## src/rtl/fpa_pkg.sv

```systemverilog
`timescale 1ns / 1ps
`default_nettype none
// ----------------------------------------------------------------------------
// fpa_pkg
// Shared constants, action codes and the queued work item of the fixed-point
// ALU.
// ----------------------------------------------------------------------------
package fpa_pkg;

    localparam int FRAC_BITS = 8;
    localparam int WORD_W    = 32;
    // dividend magnitude shifted left by the fraction bits
    localparam int DIV_W     = WORD_W + FRAC_BITS;
    localparam int Q_DEPTH   = 4;
    localparam int Q_PTR_W   = $clog2(Q_DEPTH);
    localparam int Q_CNT_W   = $clog2(Q_DEPTH + 1);

    localparam logic [4:0] ACT_ADD      = 5'd0;
    localparam logic [4:0] ACT_SUB      = 5'd1;
    localparam logic [4:0] ACT_MUL      = 5'd2;
    localparam logic [4:0] ACT_DIV      = 5'd3;
    localparam logic [4:0] ACT_NEG      = 5'd4;
    localparam logic [4:0] ACT_INC      = 5'd5;
    localparam logic [4:0] ACT_DEC      = 5'd6;
    localparam logic [4:0] ACT_EQ       = 5'd7;
    localparam logic [4:0] ACT_NE       = 5'd8;
    localparam logic [4:0] ACT_GE       = 5'd9;
    localparam logic [4:0] ACT_LE       = 5'd10;
    localparam logic [4:0] ACT_GT       = 5'd11;
    localparam logic [4:0] ACT_LT       = 5'd12;
    localparam logic [4:0] ACT_MIN      = 5'd13;
    localparam logic [4:0] ACT_MAX      = 5'd14;
    localparam logic [4:0] ACT_FROM_INT = 5'd15;
    localparam logic [4:0] ACT_TO_INT   = 5'd16;

    // which back-end unit produces the result
    typedef enum logic [1:0] {
        KIND_ALU = 2'd0,
        KIND_MUL = 2'd1,
        KIND_DIV = 2'd2
    } kind_t;

    typedef struct packed {
        kind_t              kind;
        logic [WORD_W-1:0]  res;   // finished result for ALU kind
        logic               cmp;
        logic               derr;
        logic signed [WORD_W-1:0] a;
        logic signed [WORD_W-1:0] b;
        logic [WORD_W-1:0]  dvd;   // dividend magnitude
        logic [WORD_W-1:0]  dvs;   // divisor magnitude
        logic               neg;   // quotient sign
    } fpa_item_t;

endpackage
`default_nettype wire

```

## src/rtl/fpa_ifs.sv

```systemverilog
`timescale 1ns / 1ps
`default_nettype none
// ----------------------------------------------------------------------------
// fpa_ifs
// Valid/ready channels for the fixed-point ALU command and response beats.
// ----------------------------------------------------------------------------
interface fpa_cmd_if;
    logic               valid;
    logic               ready;
    logic [4:0]         action;
    logic signed [31:0] operand_a;
    logic signed [31:0] operand_b;

    modport source (output valid, action, operand_a, operand_b, input ready);
    modport sink   (input valid, action, operand_a, operand_b, output ready);
endinterface

`default_nettype wire

```

## src/rtl/fpa_front.sv

```systemverilog
`timescale 1ns / 1ps
`default_nettype none
// ----------------------------------------------------------------------------
// fpa_front
// Decodes a command beat: finishes the simple actions and prepares
// operands and sign for the multiply and divide units.
// ----------------------------------------------------------------------------
module fpa_front (
    fpa_cmd_if.sink            cmd,
    output fpa_pkg::fpa_item_t item,
    output logic               item_valid,
    input  logic               item_ready
);
    import fpa_pkg::*;

    logic signed [WORD_W-1:0] a;
    logic signed [WORD_W-1:0] b;
    logic                     lt;
    logic                     eq;

    assign a          = cmd.operand_a;
    assign b          = cmd.operand_b;
    assign lt         = a < b;
    assign eq         = a == b;
    assign item_valid = cmd.valid;
    assign cmd.ready  = item_ready;

    // classify and compute the simple results
    always_comb
    begin
        item      = '0;
        item.kind = KIND_ALU;
        item.a    = a;
        item.b    = b;
        item.dvd  = a[WORD_W-1] ? (WORD_W'(0) - a) : a;
        item.dvs  = b[WORD_W-1] ? (WORD_W'(0) - b) : b;
        item.neg  = a[WORD_W-1] ^ b[WORD_W-1];
        unique case (cmd.action)
            ACT_ADD:      item.res = a + b;
            ACT_SUB:      item.res = a - b;
            ACT_MUL:      item.kind = KIND_MUL;
            ACT_DIV:
            begin
                item.kind = KIND_DIV;
                item.derr = (b == '0);
            end
            ACT_NEG:      item.res = WORD_W'(0) - a;
            ACT_INC:      item.res = a + WORD_W'(1);
            ACT_DEC:      item.res = a - WORD_W'(1);
            ACT_EQ:       item.cmp = eq;
            ACT_NE:       item.cmp = !eq;
            ACT_GE:       item.cmp = !lt;
            ACT_LE:       item.cmp = lt || eq;
            ACT_GT:       item.cmp = !lt && !eq;
            ACT_LT:       item.cmp = lt;
            ACT_MIN:      item.res = (!lt && !eq) ? b : a;
            ACT_MAX:      item.res = lt ? b : a;
            ACT_FROM_INT: item.res = a << FRAC_BITS;
            ACT_TO_INT:   item.res = a >>> FRAC_BITS;
            default:      item.res = '0;
        endcase
    end

endmodule
`default_nettype wire

```

## src/flat_wrapper.sv

```systemverilog
// flat-port wrapper written by rule: the top's interface ports become plain ports
module fpa_front_flat import fpa_pkg::*;
  (item, item_valid, item_ready, cmd_valid, cmd_action, cmd_operand_a, cmd_operand_b, cmd_ready);
  fpa_cmd_if cmd_i ();
  output fpa_pkg::fpa_item_t item;
  output logic item_valid;
  input  logic item_ready;
  input wire logic [$bits(cmd_i.valid)-1:0] cmd_valid;
  input wire logic [$bits(cmd_i.action)-1:0] cmd_action;
  input wire logic [$bits(cmd_i.operand_a)-1:0] cmd_operand_a;
  input wire logic [$bits(cmd_i.operand_b)-1:0] cmd_operand_b;
  output wire logic [$bits(cmd_i.ready)-1:0] cmd_ready;
  assign cmd_i.valid = cmd_valid;
  assign cmd_i.action = cmd_action;
  assign cmd_i.operand_a = cmd_operand_a;
  assign cmd_i.operand_b = cmd_operand_b;
  assign cmd_ready = cmd_i.ready;
  fpa_front u_core (.cmd(cmd_i), .item(item), .item_valid(item_valid), .item_ready(item_ready));
endmodule
```

## config.mk

```make
export PLATFORM = sky130hd
export DESIGN_NAME = fpa_front_flat
export DESIGN_NICKNAME = d
export VERILOG_FILES = /design/src/rtl/fpa_pkg.sv /design/src/rtl/fpa_ifs.sv /design/src/rtl/fpa_front.sv /design/src/flat_wrapper.sv
export SDC_FILE = /design/constraint.sdc
export NUM_CORES = 1
export LEC_CHECK = 0
export BUFFER_PORTS_ARGS = -buffer_cell sky130_fd_sc_hd__buf_2
export CORE_MARGIN = 2
export CORE_UTILIZATION = 35
export DETAILED_ROUTE_END_ITERATION = 10
export GPL_ROUTABILITY_DRIVEN = 0
export GPL_TIMING_DRIVEN = 0
export PLACE_DENSITY = 0.59
export SETUP_SLACK_MARGIN = 0.5
export SYNTH_ARGS = -nofsm -noshare
export SYNTH_HDL_FRONTEND = slang
export SYNTH_SLANG_ARGS = --single-unit
export TNS_END_PERCENT = 20
```

## constraint.sdc

```tcl
create_clock -name vclk -period 6.65
set_input_delay 0.9975 -clock vclk [all_inputs]
set_output_delay 0.9975 -clock vclk [all_outputs]
set_load 0.02 [all_outputs]
```

# Yosys cells after proc, flatten, opt, wreduce, memory -nomap -nowiden
# Index checks and enable logic that the tools add are counted.
[word_totals]
elab_cells = 39
ram_bits = 0
out_inout_bits = 167
register_bits = 0
memories = 0
latch_bits = 0
in_bits = 71
rom_bits = 0
[op_classes]
n_reduce_logical = 6
n_shift = 0
mul = 0
n_mux = 8
bitwise_logic = 1
n_div = 0
eq_ne = 17
magnitude_cmp = 1
add_sub_neg = 6
[ops]
columns = ["op", "n"]
rows = [
  ["one-hot mux 32 bit (9 select lines)", 1],
  ["2-to-1 mux 32 bit", 4],
  ["subtractor 1 x 32 -> 32 bit, first input constant", 2],
  ["equality test 5 x 4 -> 1 bit, second input constant", 8],
  ["adder 32 x 2 -> 32 bit, second input constant", 1],
  ["adder 32 bit", 1],
  ["equality test 32 bit", 1],
  ["logical NOT 32 bit", 1],
  ["< comparator 32 bit", 1],
  ["subtractor 32 x 2 -> 32 bit, second input constant", 1],
  ["subtractor 32 bit", 1],
  ["equality test 5 x 3 -> 1 bit, second input constant", 4],
  ["equality test 5 x 2 -> 1 bit, second input constant", 2],
  ["one-hot mux 1 bit (6 select lines)", 1],
  ["equality test 5 x 1 -> 1 bit, second input constant", 1],
  ["equality test 5 bit, second input constant", 1],
  ["logical NOT 5 bit", 1],
  ["one-hot mux 2 bit (2 select lines)", 1],
  ["logical NOT 1 bit", 2],
  ["logical AND 1 bit", 1],
  ["logical OR 1 bit", 1],
  ["2-to-1 mux 1 bit", 1],
  ["bitwise XOR 1 bit", 1],
]

# Depth between registers and ports, before layout
# Gate-level depths: netlist of run 1.
[depth]
ltp_word = 5
ltp_mapped = 25
ltp_nobuf = 22

# Worst setup path before layout of run 1
# OpenSTA, ideal clock, no wires.
[synth_path]
path_type = "input to output"
startpoint = "input cmd_operand_b[1]"
endpoint = "output item[162] (netlist name)"
arrival_ns = 5.808
required_time_ns = 5.653
n_path_buf = 3
cell_stages = 25
slack_ns = -0.156
cell_sequence = "inv_1 ha_1 or3b_4 or3_4 or3_1 buf_6 nor3_4 nand2_2 or4_4 buf_6 or3_1 xnor2_1 a21oi_1 ha_1 clkbuf_1 a21o_1 a21oi_1 nor2_1 nor2_1 nor2_1 a21oi_1 o31ai_1 o41ai_1 mux2i_1 o221ai_1"
[synth_lines]
columns = ["item", "line", "source"]
rows = [
  ["from (decl)", "flat_wrapper.sv:11", "input wire logic [$bits(cmd_i.operand_b)-1:0] cmd_operand_b;"],
  ["to (decl)", "flat_wrapper.sv:5", "output fpa_pkg::fpa_item_t item;"],
]

==> impl_results.md, run 1 <==
- Delay-heaviest family, CP: simple AND/OR/NAND/NOR gates
- DPL Wire Length: about 26000 um
- Area Overhead vs Synth: 29.7%
- Clock buffers: 0
- Util after Layout: 45.8%
- F_max: 140 MHz
- Worst Setup End Kind: output port
- Initial Utilization: 35.3%
- Syn Area/Cell: 6.62 um^2
- # DRC: 0
- WL/cell: 20.1 um
- Power Total: 892 uW
- Register area: 0 um^2
- First-pass GRT wire length: 49300 um
- Minimum clock period: slightly above 7 ns
- Leak: 0.00439 uW
- Crit path buffers/inverters: 6
- Via density: between 5 and 6
- Most common cell after layout, fill and taps aside: buf_2
- Final wirelength: 33000 um
- Grt ovf: 0
- Slew HR: 23.4%
- FFs & Latches: 0
- Failing checks: setup timing
- Power Density: between 90 and 100 nW/um^2
- WHS: 2.21 ns
- Synth cell types: 71
- Die W: 149 um
- Final setup margin: -0.484 ns
- Fin. max-slew vios: 0
- First-pass DRT Iterations: 8
- Max_cap viols: 0
- Unrepaired setup endpoints after global routing: true
- Commonest cells after routing, fill and taps aside: buf_2 (224), xnor2_1 (124), nand2_1 (101)
- Setup TNS: -2.01 ns
- Register area share after synthesis: 0%
- PortBufs: 231
- Post-Synthesis Cell Area: 7350 um^2
- Max VDD drop: 0.0000479 V
- Critical Path RT: 5.65 ns
- Synth warn: 0
- Synth Instances: 1110
- CP max stage delay: around 0.43 ns
- Final cycle utilization of the critical path: 107%
- Worst Hold Path EP: item[90]
- Antenna Nets Post-Route: 0
- Hold path cells: 2
- Largest net degree at the start of global routing: 11
- Final setup fails: 8
- Initial antenna violation count: 0
- Critical path type: input pin to output port
- GR Util All Layers: 28.1%
- Worst min path class: input pin to output port
- Status: finished, violations left
- Slew at the pin closest to its max-slew limit: 1.14 ns
- Site Rows: 53
- Share of post-route cells with drive strength above 1: around 30%
- # IOs: between 200 and 250
- Vias: 9514
- Vias in the first global route: 8900
- Drt initial violations: slightly below 900
- # diodes: 0
- Syn Nets: approximately 1300
- HP Start: cmd_operand_b[25]
- Die outline height: 149 um
- Core Region: 20800 um^2
- Critical path fanouts, max: 4
- Die area: 22200 um^2
- CTS hold repair buffers: 0
- Worst setup SP type: input pin
- CP arrival: 6.14 ns
- Nets: 1509
- Slowest CP cell: or4_4
- Fillers: 2217
- Final hold violation count: 0
worst max path at each step:
stage	end	cells after the start	start	slack, ns
6_report	item[162]	27	cmd_operand_b[1]	-0.48
5_1_grt	item[162]	27	cmd_operand_b[1]	-0.66
4_1_cts	item[162]	27	cmd_operand_b[1]	-0.44
3_5_place_dp	item[161]	23	cmd_operand_b[1]	-1.09
3_3_place_gp	item[161]	23	cmd_operand_b[1]	-1.06
2_1_floorplan	item[162]	25	cmd_operand_b[1]	0.03
repair_timing:
action,in CTS,in global routing
gates resized for setup,78,30
pin swaps,36,14
endpoints found under the setup margin,33,33
setup buffers,23,2
endpoints found under the hold margin,0,0
area by class of cell:
type               count  area, um^2  share of cell area (%)
inverters             51         210                    2.21
well taps            275         344                    3.61
repair buffers       256        1430                    15.0
multi-input cells    922        6730                    70.7
plain buffers        137         816                    8.56
cell usage after synthesis, types with 4 or more instances:
master / n / area [um^2]
a211oi_1: 11 / 82.6
a21boi_0: 4 / 30.0
a21o_1: 38 / 285
a21oi_1: 83 / 415
a221o_1: 16 / 160
a221oi_1: 17 / 149
a222oi_1: 14 / 140
a22oi_1: 10 / 75.1
a31oi_1: 6 / 37.5
and2_1: 5 / 31.3
and3_1: 11 / 68.8
buf_1: 7 / 26.3
buf_4: 68 / 510
clkbuf_1: 59 / 221
ha_1: 68 / 851
inv_1: 50 / 188
mux2i_1: 5 / 50.1
nand2_1: 101 / 379
nand2b_1: 23 / 144
nand3_1: 23 / 115
nand4_1: 11 / 68.8
nor2_1: 73 / 274
nor2b_1: 5 / 31.3
nor3_1: 24 / 120
nor4_1: 10 / 62.6
o211ai_1: 11 / 82.6
o21a_1: 9 / 67.6
o21ai_0: 78 / 390
o21bai_1: 8 / 60.1
o221ai_1: 13 / 114
o22ai_1: 7 / 43.8
or2_2: 6 / 37.5
or3_1: 19 / 119
or4_1: 7 / 52.6
xnor2_1: 125 / 1090
xor2_1: 34 / 298
through the flow:
step	instances	setup WS (ns)	area [um^2]
detailed placement	1616	-1.09	8910
finish	1641	-0.484	9530
CTS	1639	-0.439	9400
global route	1641	-0.660	9530
global placement	1616	-1.06	8910
floorplan	1110	0.0331	7410
kinds of logic (layout without fill, tap and decap cells):
| logic type | Yosys count | in the layout | share of synthesized area (%) |
|---|---|---|---|
| AND/OR/NAND/NOR | 338 | 338 | 22.9 |
| XOR/XNOR | 159 | 159 | 19.0 |
| adder cells (fa/ha/maj) | 70 | 70 | 12.1 |
| buffers and inverters | 188 | 444 | 13.3 |
| AO/OA/AOI/OAI | 349 | 349 | 31.9 |
| multiplexers | 6 | 6 | 0.834 |
routing by layer:
| metal | GRT usage (%) | wire (um) | vias up | share of wire [%] |
|---|---|---|---|---|
| met3 | 1.90 | 2910 | 76 | 8.8 |
| met2 | 48.6 | 15200 | 517 | 46 |
| met5 | 0 | 0 | - | 0 |
| li1 | - | - | 4491 | - |
| met1 | 36.9 | 13600 | 4430 | 41 |
| met4 | 9.62 | 1290 | 0 | 3.9 |
power breakdown:
group / switching (uW) / internal, uW
Combinational: 542 / 350
Sequential: 0 / 0
Clock: 0 / 0
Total: 542 / 350
(Power assumes the default switching activity.)
==> run 2, diff against run 1 <==
Settings changed: PLACE_DENSITY 0.59 to 0.57.
Clock period 6.65 ns to 8.25 ns, I/O delays scaled along.
==> run 2 against run 1 <==
Effect of this change: the run now ends clean; final area shrank 4.0%; critical path depth decreased by 2; flip-flop and latch count stayed put; via count shrank 2.0%; non-clock buffer count fell by 11; sequential share of layout area did not move; die area did not move; core utilization shrank 1.8 points; global-route usage fell by 0.24 points; wire length shrank 1.2%; final cell count decreased by 0.61%; critical path type unchanged; largest cell class unchanged.
==> impl_results.md, run 2 (same netlist as run 1, synthesis figures left out) <==
- Status: finished, final reports clean
- First-pass DRT Iterations: 6 (-2)
- GR Util All Layers: 27.8% (-0.24 points)
- Worst setup SP type: input pin
- Vias: 9321 (-2.0%)
- # IOs: 238 (unchanged)
- Fin. max-slew vios: 0 (unchanged)
- Slew at the pin closest to its max-slew limit: 1.14 ns (-0.00433 ns)
- Critical Path RT: 7.01 ns (+1.36 ns)
- Vias in the first global route: 8635 (-3.0%)
- Final wirelength: 32600 um (-1.2%)
- Die area: 22200 um^2 (unchanged)
- F_max: 129 MHz
- Commonest cells after routing, fill and taps aside: buf_2 (228), xnor2_1 (124), nand2_1 (101)
- Grt ovf: 0 (unchanged)
- Clock buffers: 0 (unchanged)
- Post-Place Cells: 1616 (unchanged)
- Site Rows: 53 (unchanged)
- Fillers: 2303 (+3.9%)
- Drt initial violations: 1002 (+13%)
- Final cycle utilization of the critical path: 94.0%
- Via density: 5.71 (-1.4%)
- Initial Utilization: 35.3% (unchanged)
- WL/cell: 20.0 um (-0.61%)
- Initial antenna violation count: 0 (unchanged)
- Setup TNS: 0 ns (+2.01 ns)
- Crit path capture: item[161]
- Largest net degree at the start of global routing: 11 (unchanged)
- PortBufs: 231 (unchanged)
- Final setup fails: 0 (-8)
- First-pass GRT wire length: 48800 um (-1.0%)
- Share of post-route cells with drive strength above 1: 26.6% (-3.7 points)
- Slew HR: 23.7% (+0.29 points)
- Most common cell after layout, fill and taps aside: buf_2
- Worst Setup End Kind: output port
- Final hold violation count: 0 (unchanged)
- Worst min path class: input pin to output port
- CP arrival: 6.51 ns (+0.37 ns)
- Nets: 1498 (-0.73%)
- # DRC: 0 (unchanged)
- Critical path fanouts, max: 6 (+2)
- Die outline height: 149 um (unchanged)
- Core Region: 20800 um^2 (unchanged)
- Register area: 0 um^2 (unchanged)
- Minimum clock period: 7.75 ns
- Unrepaired setup endpoints after global routing: true
- DPL Wire Length: 26200 um (+0.27%)
- Post-Layout Cell Count: 1631 (-0.61%)
- Area Overhead vs Synth: 24.5%
- Antenna Nets Post-Route: 0 (unchanged)
- Max_cap viols: 0 (unchanged)
- Worst setup path startpoint: cmd_operand_b[1]
- Die W: 149 um (unchanged)
- Critical path type: input pin to output port
- FFs & Latches: 0 (unchanged)
## run 2: changes by cell type in the layout (fill, tap and decap cells not counted), sizes merged
| cell | before | now |
|---|---|---|
| buf | 334 | 324 |
| clkbuf | 59 | 58 |
| diode | 0 | 1 |
## run 2: stage by stage
stage               hold WS (ns)  utilization (%)  setup WS [ns]  area (um^2)
global placement            2.69             42.5         0.0835         8850
floorplan                   2.59                -          0.964         7350
global route                2.70             43.9          0.376         9150
detailed placement          2.69             42.5         0.0396         8850
finish                      2.69             43.9          0.498         9150
CTS                         2.69             43.1          0.414         8980
## run 2: layer usage
metal	vias up	track usage, %	part of all wire [%]
li1	4465	-	-
met1	4356	37.1	43
met2	440	48.0	47
met4	0	8.95	3.1
met3	60	1.56	7.0
met5	-	0	0
## run 2: worst min-delay path by stage
stage	startpoint	cells after the start	endpoint	slack [ns]
after floorplan	item_ready	1	cmd_ready	2.59
after global placement	cmd_valid	2	item_valid	2.69
after detailed placement	cmd_operand_b[12]	2	item[77]	2.69
after CTS	cmd_operand_b[12]	2	item[77]	2.69
after global routing	cmd_operand_b[12]	2	item[77]	2.70
final	cmd_valid	2	item_valid	2.69
## run 2: final cells by class
class | count | area [um^2] | area share [%]
antenna | 1 | 2.50 | 0.0274
buffer | 137 | 801 | 8.75
inverter | 51 | 199 | 2.17
multi-input combinational | 922 | 6520 | 71.3
tap | 275 | 344 | 3.76
timing repair buffer | 245 | 1280 | 14.0
## run 2: timing repair
action | 4_1_cts | 5_1_grt
hold buffers | 0 | 0
endpoints found under the setup margin | 13 | 23
setup buffers | 5 | 9
pin swaps | 6 | 13
gates resized for setup | 22 | 27
## run 2: critical path, stage by stage
cell and delay [ns]:
buf_6 0.11, inv_6 0.05, ha_4 0.15, or3b_4 0.40, or3_4 0.42, or3_4 0.34, buf_6 0.14, nor3_4 0.19
nand2_2 0.10, or4_4 0.43, buf_6 0.13, or3_4 0.34, xnor2_2 0.12, a21oi_1 0.08, ha_1 0.35, buf_8 0.11
buf_4 0.11, nand4_1 0.18, or3_1 0.44, nand3_1 0.10, o21a_1 0.16, o221ai_1 0.15, a221oi_1 0.29, o211ai_1 0.15
buf_2 0.20
