$ cat src/rtl/fpa_pkg.sv
`timescale 1ns / 1ps
`default_nettype none
// ----------------------------------------------------------------------------
// fpa_pkg
// Shared constants, action codes and the queued work item of the fixed-point
// ALU.
// ----------------------------------------------------------------------------
package fpa_pkg;

    localparam int FRAC_BITS = 8;
    localparam int WORD_W    = 32;
    // dividend magnitude shifted left by the fraction bits
    localparam int DIV_W     = WORD_W + FRAC_BITS;
    localparam int Q_DEPTH   = 4;
    localparam int Q_PTR_W   = $clog2(Q_DEPTH);
    localparam int Q_CNT_W   = $clog2(Q_DEPTH + 1);

    localparam logic [4:0] ACT_ADD      = 5'd0;
    localparam logic [4:0] ACT_SUB      = 5'd1;
    localparam logic [4:0] ACT_MUL      = 5'd2;
    localparam logic [4:0] ACT_DIV      = 5'd3;
    localparam logic [4:0] ACT_NEG      = 5'd4;
    localparam logic [4:0] ACT_INC      = 5'd5;
    localparam logic [4:0] ACT_DEC      = 5'd6;
    localparam logic [4:0] ACT_EQ       = 5'd7;
    localparam logic [4:0] ACT_NE       = 5'd8;
    localparam logic [4:0] ACT_GE       = 5'd9;
    localparam logic [4:0] ACT_LE       = 5'd10;
    localparam logic [4:0] ACT_GT       = 5'd11;
    localparam logic [4:0] ACT_LT       = 5'd12;
    localparam logic [4:0] ACT_MIN      = 5'd13;
    localparam logic [4:0] ACT_MAX      = 5'd14;
    localparam logic [4:0] ACT_FROM_INT = 5'd15;
    localparam logic [4:0] ACT_TO_INT   = 5'd16;

    // which back-end unit produces the result
    typedef enum logic [1:0] {
        KIND_ALU = 2'd0,
        KIND_MUL = 2'd1,
        KIND_DIV = 2'd2
    } kind_t;

    typedef struct packed {
        kind_t              kind;
        logic [WORD_W-1:0]  res;   // finished result for ALU kind
        logic               cmp;
        logic               derr;
        logic signed [WORD_W-1:0] a;
        logic signed [WORD_W-1:0] b;
        logic [WORD_W-1:0]  dvd;   // dividend magnitude
        logic [WORD_W-1:0]  dvs;   // divisor magnitude
        logic               neg;   // quotient sign
    } fpa_item_t;

endpackage
`default_nettype wire

$ cat src/rtl/fpa_queue.sv
`timescale 1ns / 1ps
`default_nettype none
// ----------------------------------------------------------------------------
// fpa_queue
// Short FIFO of decoded items between front and back end.
// ----------------------------------------------------------------------------
module fpa_queue (
    input  logic               clk,
    input  logic               rst_n,
    input  fpa_pkg::fpa_item_t push_item,
    input  logic               push_valid,
    output logic               push_ready,
    output fpa_pkg::fpa_item_t pop_item,
    output logic               pop_valid,
    input  logic               pop_ready,
    output logic [fpa_pkg::Q_CNT_W-1:0] level
);
    import fpa_pkg::*;

    fpa_item_t            mem_reg [Q_DEPTH];
    logic [Q_PTR_W-1:0]   wr_ptr_reg;
    logic [Q_PTR_W-1:0]   rd_ptr_reg;
    logic [Q_CNT_W-1:0]   cnt_reg;
    logic                 do_push;
    logic                 do_pop;

    assign push_ready = cnt_reg != Q_CNT_W'(Q_DEPTH);
    assign pop_valid  = cnt_reg != '0;
    assign pop_item   = mem_reg[rd_ptr_reg];
    assign do_push    = push_valid && push_ready;
    assign do_pop     = pop_valid && pop_ready;
    assign level      = cnt_reg;

    // pointers and fill level
    always_ff @(posedge clk or negedge rst_n)
    begin
        if (!rst_n)
        begin
            wr_ptr_reg <= '0;
            rd_ptr_reg <= '0;
            cnt_reg    <= '0;
        end
        else
        begin
            if (do_push)
                wr_ptr_reg <= wr_ptr_reg + Q_PTR_W'(1);
            if (do_pop)
                rd_ptr_reg <= rd_ptr_reg + Q_PTR_W'(1);
            if (do_push && !do_pop)
                cnt_reg <= cnt_reg + Q_CNT_W'(1);
            else if (do_pop && !do_push)
                cnt_reg <= cnt_reg - Q_CNT_W'(1);
        end
    end

    // storage
    always_ff @(posedge clk)
    begin
        if (do_push)
            mem_reg[wr_ptr_reg] <= push_item;
    end

endmodule
`default_nettype wire

$ cat config.mk
export PLATFORM = sky130hd
export DESIGN_NAME = fpa_queue
export DESIGN_NICKNAME = d
export VERILOG_FILES = /design/src/rtl/fpa_pkg.sv /design/src/rtl/fpa_queue.sv
export SDC_FILE = /design/constraint.sdc
export NUM_CORES = 1
export LEC_CHECK = 0
export ABC_AREA = 1
export BUFFER_PORTS_ARGS = -buffer_cell sky130_fd_sc_hd__clkbuf_2
export CAP_MARGIN = 20
export CORE_MARGIN = 1.5
export CORE_UTILIZATION = 45
export CTS_CLUSTER_SIZE = 28
export DETAILED_ROUTE_END_ITERATION = 7
export SYNTH_ARGS = -nofsm -noshare
export SYNTH_HDL_FRONTEND = slang
export SYNTH_SLANG_ARGS = --single-unit
export TNS_END_PERCENT = 100
$ cat constraint.sdc
create_clock -name clk -period 12.35 [get_ports clk]
set_clock_uncertainty 0.2 [all_clocks]
set_input_delay 3.0875 -clock clk [delete_from_list [all_inputs] [get_ports clk]]
set_output_delay 3.0875 -clock clk [all_outputs]
set_load 0.01 [all_outputs]
* Word-level counts from Yosys, hierarchy flattened *
Memories as Yosys holds them, arrays and structs flattened.
Cells that the tools add are included.

storage, ports and cells
  RAM bits = 660
  register bits = 7
  memories = 1
  output and inout port bits = 170

memories
  name     words  width  rd ports  clocked after memory_dff  wr ports  RTL line         RTL
  mem_reg  4      165    1         0                         1         fpa_queue.sv:20  fpa_item_t mem_reg [Q_DEPTH];

cells by class
  reductions and logical operators = 8
  equal/unequal tests = 1
  mux-type cells = 4
  add/sub/neg operators = 4

operators by type and width
  cell                 count
  $mux 3               2
  $add 2x1->2 const B  2
  $logic_and 1x1->1    4
  $add 3x1->3 const B  1
  $ne 3x3->1 const B   1
  $reduce_bool 3->1    1
  $sub 3x1->3 const B  1
  $logic_not 1->1      2
  $mux 1               2
  $reduce_bool 2->1    1

* Logic depth before layout (Yosys ltp) *
Gate-level depths: netlist (run 1).

  word-level depth = 6
  gate-level depth with buffers = 12

* Worst setup path after synthesis (run 1) *
OpenSTA, ideal clock, no wires.

  kind = in2reg
  start point = in push_valid
  end point = mem mem_reg[0][0] in the netlist's numbering, enable pin
  required time = 11.457 ns
  stages on the path = 2
  arrival time = 10.084 ns
  setup slack = 1.373 ns
  cell sequence = nand2_1 -> nor2_1

on the way
  cells in the longest elaborated chain, start to end = 3

RTL lines
  element                       RTL line         RTL
  start: declaration            fpa_queue.sv:11  input logic push_valid,
  $logic_and 1x1->1             fpa_queue.sv:30  assign do_push = push_valid && push_ready;
  $mux 1                        fpa_queue.sv:59  if (do_push)
  $mux 1 (not written as such)  fpa_queue.sv:60  mem_reg[wr_ptr_reg] <= push_item;
  end: declaration              fpa_queue.sv:20

No other way between the ends.

==> impl_metrics.tcl, run 1 <==
set metrics [dict create \
    htreeDepth 3 \
    synth-seq-cells 667 \
    grt_pass1_wl_um 85600 \
    p_leak_nw 12.4 \
    worstSetupStartpointType "flop" \
    postCtsSetupBuffers 0 \
    root_buffer "clkbuf_16" \
    cap_violations 0 \
    relSlewSlack_pct 23.8 \
    worst-path-buf-inv 3 \
    grt_max_degree 241 \
    final.setup.tns_ns 0 \
    peakVddDrop_uv 186 \
    row_count 88 \
    synthTopCellsByArea "edfxtp_1 (75%), o211ai_1 (9.3%), nand2_1 (7.2%)" \
    clock_latency_ns 0.61 \
    cts_tree "done" \
    ctsResizeCount 0 \
    cp_cell_sequence "inv_6, buf_4, o211ai_1, nand2_1, clkbuf_2" \
    setup_viol 0 \
    cp-end-kind "primary output" \
    die_w_um 246 \
    clk_pin_slew_worst_paths_ns 0.06 \
    power.density_nw_per_um2 242 \
    die_h_um 246 \
    p_sw_share_pct 35.4 \
    grt_pass1_vias 15183 \
    cts.path.max_buffers 3 \
    required_ns 9.06 \
    layout.nets 2478 \
    ys_seq_area_share_pct 75.3 \
    syn_inst 1985 \
    slowest_stage "dfrtp_4" \
    dieArea_um2 60500 \
    finalPower_mw 7.47 \
    via_count 15497 \
    gp_congestion 0.802 \
    drt-pass1-iter-count 5 \
    first_iter_violations 861 \
    max_stage_delay_ns 0.76 \
    cts_hold_buffers 0 \
    antenna_found_initial 5 \
    p_comb_share_pct 32.4 \
    yosys.area.top_type_share_pct 74.6 \
    grt_overflow 0 \
    slew_viol_final 0 \
    critPathMaxFanout 92 \
    fin_crit_ns 6.74 \
    seqPwrFrac_pct 41.6 \
    synth.distinct_cells 17 \
    syn_nets 2160 \
    fillCellCount 4851 \
    dpl.hpwl_um 32700 \
    crit_family "buffers and inverters" \
    fin_crit_sh_pct 54.6 \
    grt_usage_pct 18.5 \
    switchingPower_mw 2.64 \
    power.internal_mw 4.83 \
    ys_warn_count 0 \
    post_drt_wl_per_cell_um 17.8 \
    largest_register_ffs 660 \
    syn_area_per_cell_um2 13.4 \
    numCtsBuffers 71 \
    drc 0 \
    arrival_ns 3.45 \
    coreArea_um2 58000 \
    drive_above_1_share_pct 19.5 \
    vias_per_cell 4.96 \
    clkPwrFrac_pct 26.1 \
    drtAntennaViolNets 0 \
    area_delta_synth_final_pct 16.2 \
    synth_top_area_cell "edfxtp_1" \
    cts_sinks 667 \
    rsz0062_at_grt "no" \
    hold_class "flop to flop" \
    diodes 0 \
    start_util_pct 45.8 \
    status "complete, no violations" \
    max_freq_mhz 148 \
    drt_wl_total_um 55500 \
    finalHoldViolations 0 \
    worstMarginPinSlew_ns 1.14 \
    io_pins 339 \
    worstSetupPathType "flop to primary output" \
    netlist_area_um2 26600 \
    io_buffers 338 \
]
## power by group through the flow
stage,registers (mW),clock network [mW],logic [mW]
after global routing,3.14,2.09,2.70
after floorplan,3.22,0,1.64
after global placement,3.15,0,2.43
final,3.11,1.95,2.42
after detailed placement,3.16,0,2.46
after CTS,3.11,2.00,2.47
## layer usage
layer  wire length, µm  up-vias  GRT usage (%)
met5                69        -              0
met4              1500       10           5.90
met3              4000      113           5.65
met2             26800      365           30.2
met1             23200     7414           23.7
li1                  -     7595              -
## synth_stat cells
cell type and n:
nand4_1 1, o211ai_1 330, nor2_1 4, buf_6 33
dfrtp_1 7, inv_2 2, inv_1 344, edfxtp_1 660
fa_1 1, clkbuf_1 41, xnor2_1 1, ha_1 5
buf_4 3, nand3_1 7, o21ai_0 1, buf_2 33
nand2_1 512
## cell type report
type                            count  area (µm²)  area share (%)
Sequential cell                   667       20000            64.8
Multi-Input combinational cell    862        4580            14.9
Timing Repair Buffer              355        1860            6.04
Clock buffer                       87        1860            6.02
Inverter                          346        1310            4.25
Tap cell                          765         957            3.10
Clock inverter                     40         279           0.904
## path summary, 6_finish.rpt
path | cells after the start | endpoint | start | slack (ns)
max in group asynchronous | 1 | rd_ptr_reg[1] | rst_n | 9.61
min in group asynchronous | 1 | level[1] | rst_n | 2.12
worst max register to register | 6 | mem_reg[1][47] | level[0] | 8.67
worst max-delay path | 5 | pop_item[40] | rd_ptr_reg[1] | 5.61
worst min register to register | 2 | wr_ptr_reg[0] | wr_ptr_reg[0] | 0.34
worst min-delay path | 2 | wr_ptr_reg[0] | wr_ptr_reg[0] | 0.34
## worst reg2reg max path, cell delays in order (launching register included)
cell and delay [ns]:
dfrtp_1 0.44, inv_1 0.08, nand3_1 0.19, nand2_1 0.32
nor2_4 0.78, buf_4 0.64, buf_4 0.62
## cell usage in the layout (no fill, tap or decap), types with 4 or more instances in the layout
master and count:
edfxtp_1 660, nand2_1 512, inv_1 344, clkbuf_2 338, o211ai_1 330, clkbuf_16 72, clkbuf_1 15, clkinv_2 15
clkinv_1 14, buf_4 14, nand3_1 7, dfrtp_1 6, ha_1 5, inv_6 4, nor2_4 4
## kinds of logic after synthesis
logic type	count (synthesis)	share of synthesized area [%]
compound gates	331	9.35
buf+inv	456	7.58
simple gates	524	7.45
flops	667	75.3
xor+xnor	1	0.0330
fa+ha+maj	6	0.311
## stage by stage
step | area, µm² | util [%] | hold WS, ns | setup WS (ns) | instances
global route | 30800 | 53.2 | 0.370 | 5.30 | 3122
global placement | 28700 | 49.4 | 0.319 | 6.20 | 2994
finish | 30800 | 53.2 | 0.344 | 5.61 | 3122
floorplan | 26600 | - | 0.283 | 1.37 | 1985
detailed placement | 28700 | 49.4 | 0.330 | 6.15 | 2994
CTS | 30800 | 53.1 | 0.345 | 5.48 | 3121
Note: power is estimated with default switching activity, not from simulation.
==> run 2, diff against run 1 <==
ABC_AREA = 0   (was 1)
PLACE_DENSITY = 0.68   (was not set)
clock period = 6.03 ns   (was 12.35 ns; I/O delays follow)
==> run 2 against run 1 <==
Against the previous run:
- synthesized cell count down 55%
- final cell count decreased by 35%
- die area decreased by 8.7%
- first-iteration DRC count down 24%
- clock-buffer cell count grew 5
- global-route usage fell by 1.1 points
==> impl_metrics.tcl, run 2 <==
set metrics [dict create \
    status "complete, no violations" \
    seqPwrFrac_pct 43.6 \
    syn_nets 1072 \
    netlist_area_um2 24200 \
    cts_sinks 667 \
    synth.distinct_cells 20 \
    synth_top_area_cell "edfxtp_1" \
    async_flop_share_pct 1.05 \
    vias_per_cell 5.33 \
    synthFlopType "edfxtp_1" \
    post_drt_wl_per_cell_um 23.3 \
    grt_pass1_wl_um 71900 \
    multi_input_comb_area_um2 3950 \
    drt_wl_total_um 47500 \
    yosys.area.top_type_share_pct 81.8 \
    power.density_nw_per_um2 508 \
    peakVddDrop_uv 336 \
    start_util_pct 45.8 \
    row_count 84 \
    fin_crit_sh_pct 75.1 \
    regArea_um2 20000 \
    whs_endpoint "level[2]" \
    grt_max_degree 94 \
    final_common_cell "edfxtp_1" \
    power.internal_mw 10.6 \
    coreArea_um2 52900 \
    area_delta_synth_final_pct 20.4 \
    die_h_um 235 \
    hold_depth 1 \
    diodes 0 \
    synth-seq-cells 667 \
    root_buffer "clkbuf_16" \
    layout.nets 1471 \
    yosysMostFrequentCell "edfxtp_1" \
    switchingPower_mw 4.25 \
    reg2reg_slack_ns 3.19 \
    relSlewSlack_pct 31.6 \
    cp-end-kind "primary output" \
    gp_congestion 0.732 \
    cts_tree "done" \
    r2r_start "level[0]" \
    drc 0 \
    antenna_found_initial 5 \
    p_leak_nw 10.0 \
    grt_usage_pct 17.5 \
    largest_register_ffs 660 \
    drt-pass1-iter-count 4 \
    first_iter_violations 658 \
    worstSetupPathType "flop to primary output" \
    p_comb_share_pct 27.7 \
    io_buffers 338 \
    ctsResizeCount 0 \
    clkPwrFrac_pct 28.7 \
    rr_worst_depth 4 \
    dpl.hpwl_um 28700 \
    final.setup.tns_ns 0 \
    arrival_ns 2.82 \
    worstMarginPinSlew_ns 1.03 \
    synthTopCellsByArea "edfxtp_1 (82%), mux4_2 (15%), buf_6 (0.74%)" \
    setup_viol 0 \
    hold_start "level[2]" \
    mostFrequentLayoutCells "edfxtp_1 (660), clkbuf_2 (338), mux4_2 (165)" \
    htreeDepth 3 \
    worstSetupStartpointType "flop" \
    utilization_pct 55.2 \
    hold_class "flop to flop" \
    max_freq_mhz 221 \
    die_w_um 235 \
    via_count 10860 \
    drtAntennaViolNets 0 \
    io_pins 339 \
    slew_viol_final 0 \
    rsz0062_at_grt "no" \
    postCtsSetupBuffers 0 \
    critPathMaxFanout 43 \
    reg2reg_to "mem_reg[3][87]" \
    grt_overflow 0 \
    cap_violations 0 \
    drive_above_1_share_pct 47.0 \
    clk_pin_slew_worst_paths_ns 0.05 \
    ys_warn_count 0 \
    finalHoldViolations 0 \
    dieArea_um2 55200 \
    p_sw_share_pct 28.7 \
    required_ns 4.32 \
    syn_inst 897 \
    ys_seq_area_share_pct 82.5 \
    synth_common_cells "edfxtp_1 (660), mux4_2 (165), buf_2 (17)" \
    clock_latency_ns 0.59 \
    synth-edff-count 660 \
    numCtsBuffers 70 \
    syn_area_per_cell_um2 27.0 \
    fin_crit_ns 4.53 \
    grt_pass1_vias 11418 \
    cts_hold_buffers 0 \
    fillCellCount 3925 \
    cts.path.max_buffers 3 \
]
-- run 2: final cells by class --
type	instances	share of cell area (%)
sequential	667	68.6
multi-input combinational	190	13.5
timing repair buffer	364	7.05
clock buffer	92	6.51
tap	688	2.95
clock inverter	34	1.35
inverter	3	0.0386
-- run 2: routing by layer --
| metal | part of all wire, % | GRT usage [%] | vias up |
|---|---|---|---|
| li1 | - | - | 4714 |
| met1 | 41 | 23.1 | 5745 |
| met2 | 50 | 28.1 | 318 |
| met3 | 7.2 | 5.12 | 73 |
| met4 | 1.9 | 5.49 | 10 |
| met5 | 0.15 | 0 | - |
-- run 2: power groups by stage --
| stage | registers [mW] | clock network, mW | logic, mW |
|---|---|---|---|
| 3_5_place_dp | 6.58 | 0 | 4.20 |
| 2_1_floorplan | 6.41 | 0 | 2.74 |
| 3_3_place_gp | 6.53 | 0 | 4.19 |
| 4_1_cts | 6.49 | 4.36 | 4.21 |
| 6_report | 6.46 | 4.26 | 4.11 |
| 5_1_grt | 6.55 | 4.54 | 4.41 |
-- run 2: cell families (layout without fill, tap and decap cells) --
family | after synthesis | after routing | synth area share (%)
compound gates | 1 | 1 | 0.0465
xor+xnor | 6 | 6 | 0.217
fa+ha+maj | 6 | 6 | 0.341
buf+inv | 40 | 493 | 1.22
flops | 667 | 667 | 82.5
mux | 167 | 167 | 15.4
simple gates | 10 | 10 | 0.212
-- run 2: critical path, stage by stage (launching register included) --
cell,delay [ns]
dfrtp_4,1.09
buf_4,0.40
mux4_2,0.56
clkbuf_2,0.15
-- run 2: how the worst max path moves through the flow --
| stage | from | end | slack, ns |
|---|---|---|---|
| floorplan | push_valid | mem_reg[0][0] | 1.54 |
| global placement | rd_ptr_reg[0] | pop_item[140] | 2.02 |
| detailed placement | rd_ptr_reg[0] | pop_item[145] | 2.03 |
| CTS | rd_ptr_reg[0] | pop_item[140] | 1.38 |
| global route | rd_ptr_reg[0] | pop_item[145] | 1.28 |
| finish | rd_ptr_reg[0] | pop_item[162] | 1.50 |
-- run 2: stage by stage --
step / instances / total power, mW / area, µm² / setup WS, ns / hold WS, ns
after global placement: 1911 / 10.7 / 26800 / 2.02 / 0.339
after CTS: 2037 / 15.1 / 29100 / 1.38 / 0.349
after floorplan: 897 / 9.15 / 24200 / 1.54 / 0.334
final: 2038 / 14.8 / 29200 / 1.50 / 0.349
after detailed placement: 1911 / 10.8 / 26800 / 2.03 / 0.337
after global routing: 2038 / 15.5 / 29200 / 1.28 / 0.395
==> run 3, diff against run 2 <==
PLACE_DENSITY = 0.65   (was 0.68)
clock period = 4.46 ns   (was 6.03 ns; I/O delays follow)
==> run 3 against run 2 <==
Against the previous run:
- wire length down 2.2%
- utilization fell by 0.22 points
- clock-buffer cell count down 11
- critical path depth did not move
- worst setup slack worse by 0.78 ns
- critical endpoint is now pop_item[66]
==> impl_metrics.tcl, run 3 (synthesis gave the netlist of run 2 again) <==
set metrics [dict create \
    final_cells 2033 \
    final_common_cell "edfxtp_1" \
    worstSetupStartpointType "flop" \
    clkPwrFrac_pct 27.4 \
    cts_sinks 667 \
    switchingPower_mw 5.70 \
    row_count 84 \
    htreeDepth 3 \
    grt_pass1_vias 11405 \
    postCtsSetupBuffers 0 \
    die_w_um 235 \
    fin_crit_ns 3.74 \
    cts.path.max_buffers 3 \
    antenna_found_initial 5 \
    grt_max_degree 69 \
    grt_pass1_wl_um 70700 \
    seqPwrFrac_pct 43.7 \
    pre_cts_ws_ns 1.28 \
    p_comb_share_pct 28.9 \
    post_drt_wl_per_cell_um 22.9 \
    power.density_nw_per_um2 678 \
    peakVddDrop_uv 441 \
    top_layer "met5" \
    grt_usage_pct 17.2 \
    drive_above_1_share_pct 46.9 \
    grt_overflow 0 \
    worstSetupPathType "flop to primary output" \
    rsz0062_at_grt "no" \
    rr_worst_depth 4 \
    io_pins 339 \
    first_iter_violations 591 \
    root_buffer "clkbuf_16" \
    fin_crit_sh_pct 83.9 \
    final.setup.tns_ns 0 \
    clock_latency_ns 0.59 \
    holdWs_ns 0.165 \
    area_delta_synth_final_pct 19.9 \
    io_buffers 338 \
    timing.final.ws_setup_ns 0.717 \
    reg2reg_to "mem_reg[3][112]" \
    arrival_ns 2.43 \
    numCtsBuffers 69 \
    regArea_um2 20000 \
    drtAntennaViolNets 0 \
    drt_wl_total_um 46500 \
    drc 0 \
    coreArea_um2 52900 \
    start_util_pct 45.8 \
    dieArea_um2 55200 \
    reg2reg_slack_ns 1.87 \
    vias_per_cell 5.26 \
    cts_hold_buffers 0 \
    mostFrequentLayoutCells "edfxtp_1 (660), clkbuf_2 (338), mux4_2 (165)" \
    p_leak_nw 9.95 \
    required_ns 3.14 \
    relSlewSlack_pct 54.8 \
    finalHoldViolations 0 \
    p_sw_share_pct 28.9 \
    layout.nets 1469 \
    status "complete, no violations" \
    cp-end-kind "primary output" \
    dpl.hpwl_um 28300 \
    power.internal_mw 14.0 \
    met1_length_um 19300 \
    met2_length_um 22800 \
    utilization_pct 55.0 \
    cap_violations 0 \
    cts_tree "done" \
    drt-pass1-iter-count 4 \
    slew_viol_final 0 \
    placedCellCount 1911 \
    largest_register_ffs 660 \
    worstMarginPinSlew_ns 0.679 \
    ctsResizeCount 0 \
    max_freq_mhz 267 \
    gp_congestion 0.709 \
    wl_met3_um 3070 \
    multi_input_comb_area_um2 3950 \
    fillCellCount 4003 \
    hold_class "input port to asynchronous set/reset pin" \
    clk_pin_slew_worst_paths_ns 0.06 \
    critPathMaxFanout 68 \
    via_count 10701 \
    setup_viol 0 \
    die_h_um 235 \
    r2r_start "level[0]" \
]
run 3: cell types whose count changed in the layout (fill, tap and decap cells not counted), sizes merged:
cell,change
buf,-1
clkbuf,-11
inv,-3
diode,+1
bufinv,-4
clkinv,+13
run 3: layer usage:
layer | track usage (%) | up-vias
li1 | - | 4712
met3 | 5.52 | 102
met4 | 5.67 | 8
met1 | 22.8 | 5587
met5 | 0 | -
met2 | 27.2 | 292
run 3: final cells by class:
type                       instances  share of cell area [%]
antenna                            1                 0.00861
clock buffer                      81                    6.39
clock inverter                    40                   0.965
inverter                           3                  0.0388
multi-input combinational        190                    13.6
sequential                       667                    68.8
tap                              688                    2.96
timing repair buffer             363                    7.20
run 3: how the worst max path moves through the flow:
| stage | startpoint | to | slack (ns) | cells past startpoint |
|---|---|---|---|---|
| 6_report | rd_ptr_reg[0] | pop_item[66] | 0.72 | 3 |
| 3_3_place_gp | rd_ptr_reg[0] | pop_item[136] | 1.29 | 3 |
| 5_1_grt | rd_ptr_reg[0] | pop_item[66] | 0.55 | 3 |
| 3_5_place_dp | push_valid | mem_reg[3][107] | 1.28 | 4 |
| 4_1_cts | rd_ptr_reg[0] | pop_item[136] | 0.61 | 3 |
| 2_1_floorplan | push_valid | mem_reg[0][0] | 0.36 | 2 |
run 3: per-stage QoR:
step	power (mW)	area (µm²)
2_1_floorplan	12.4	24200
3_3_place_gp	14.5	26900
3_5_place_dp	14.6	26900
4_1_cts	20.1	29000
5_1_grt	20.6	29100
6_report	19.7	29100
run 3: power groups by stage:
stage / Sequential [mW] / Clock (mW) / Combinational, mW
floorplan: 8.67 / 0 / 3.70
global placement: 8.69 / 0 / 5.85
detailed placement: 8.76 / 0 / 5.86
CTS: 8.63 / 5.55 / 5.88
global route: 8.72 / 5.80 / 6.12
finish: 8.61 / 5.40 / 5.69
run 3: worst max-delay path, stage by stage (launching register included):
cell and delay [ns]:
dfrtp_4 0.49, buf_12 0.39, mux4_2 0.61, clkbuf_2 0.15
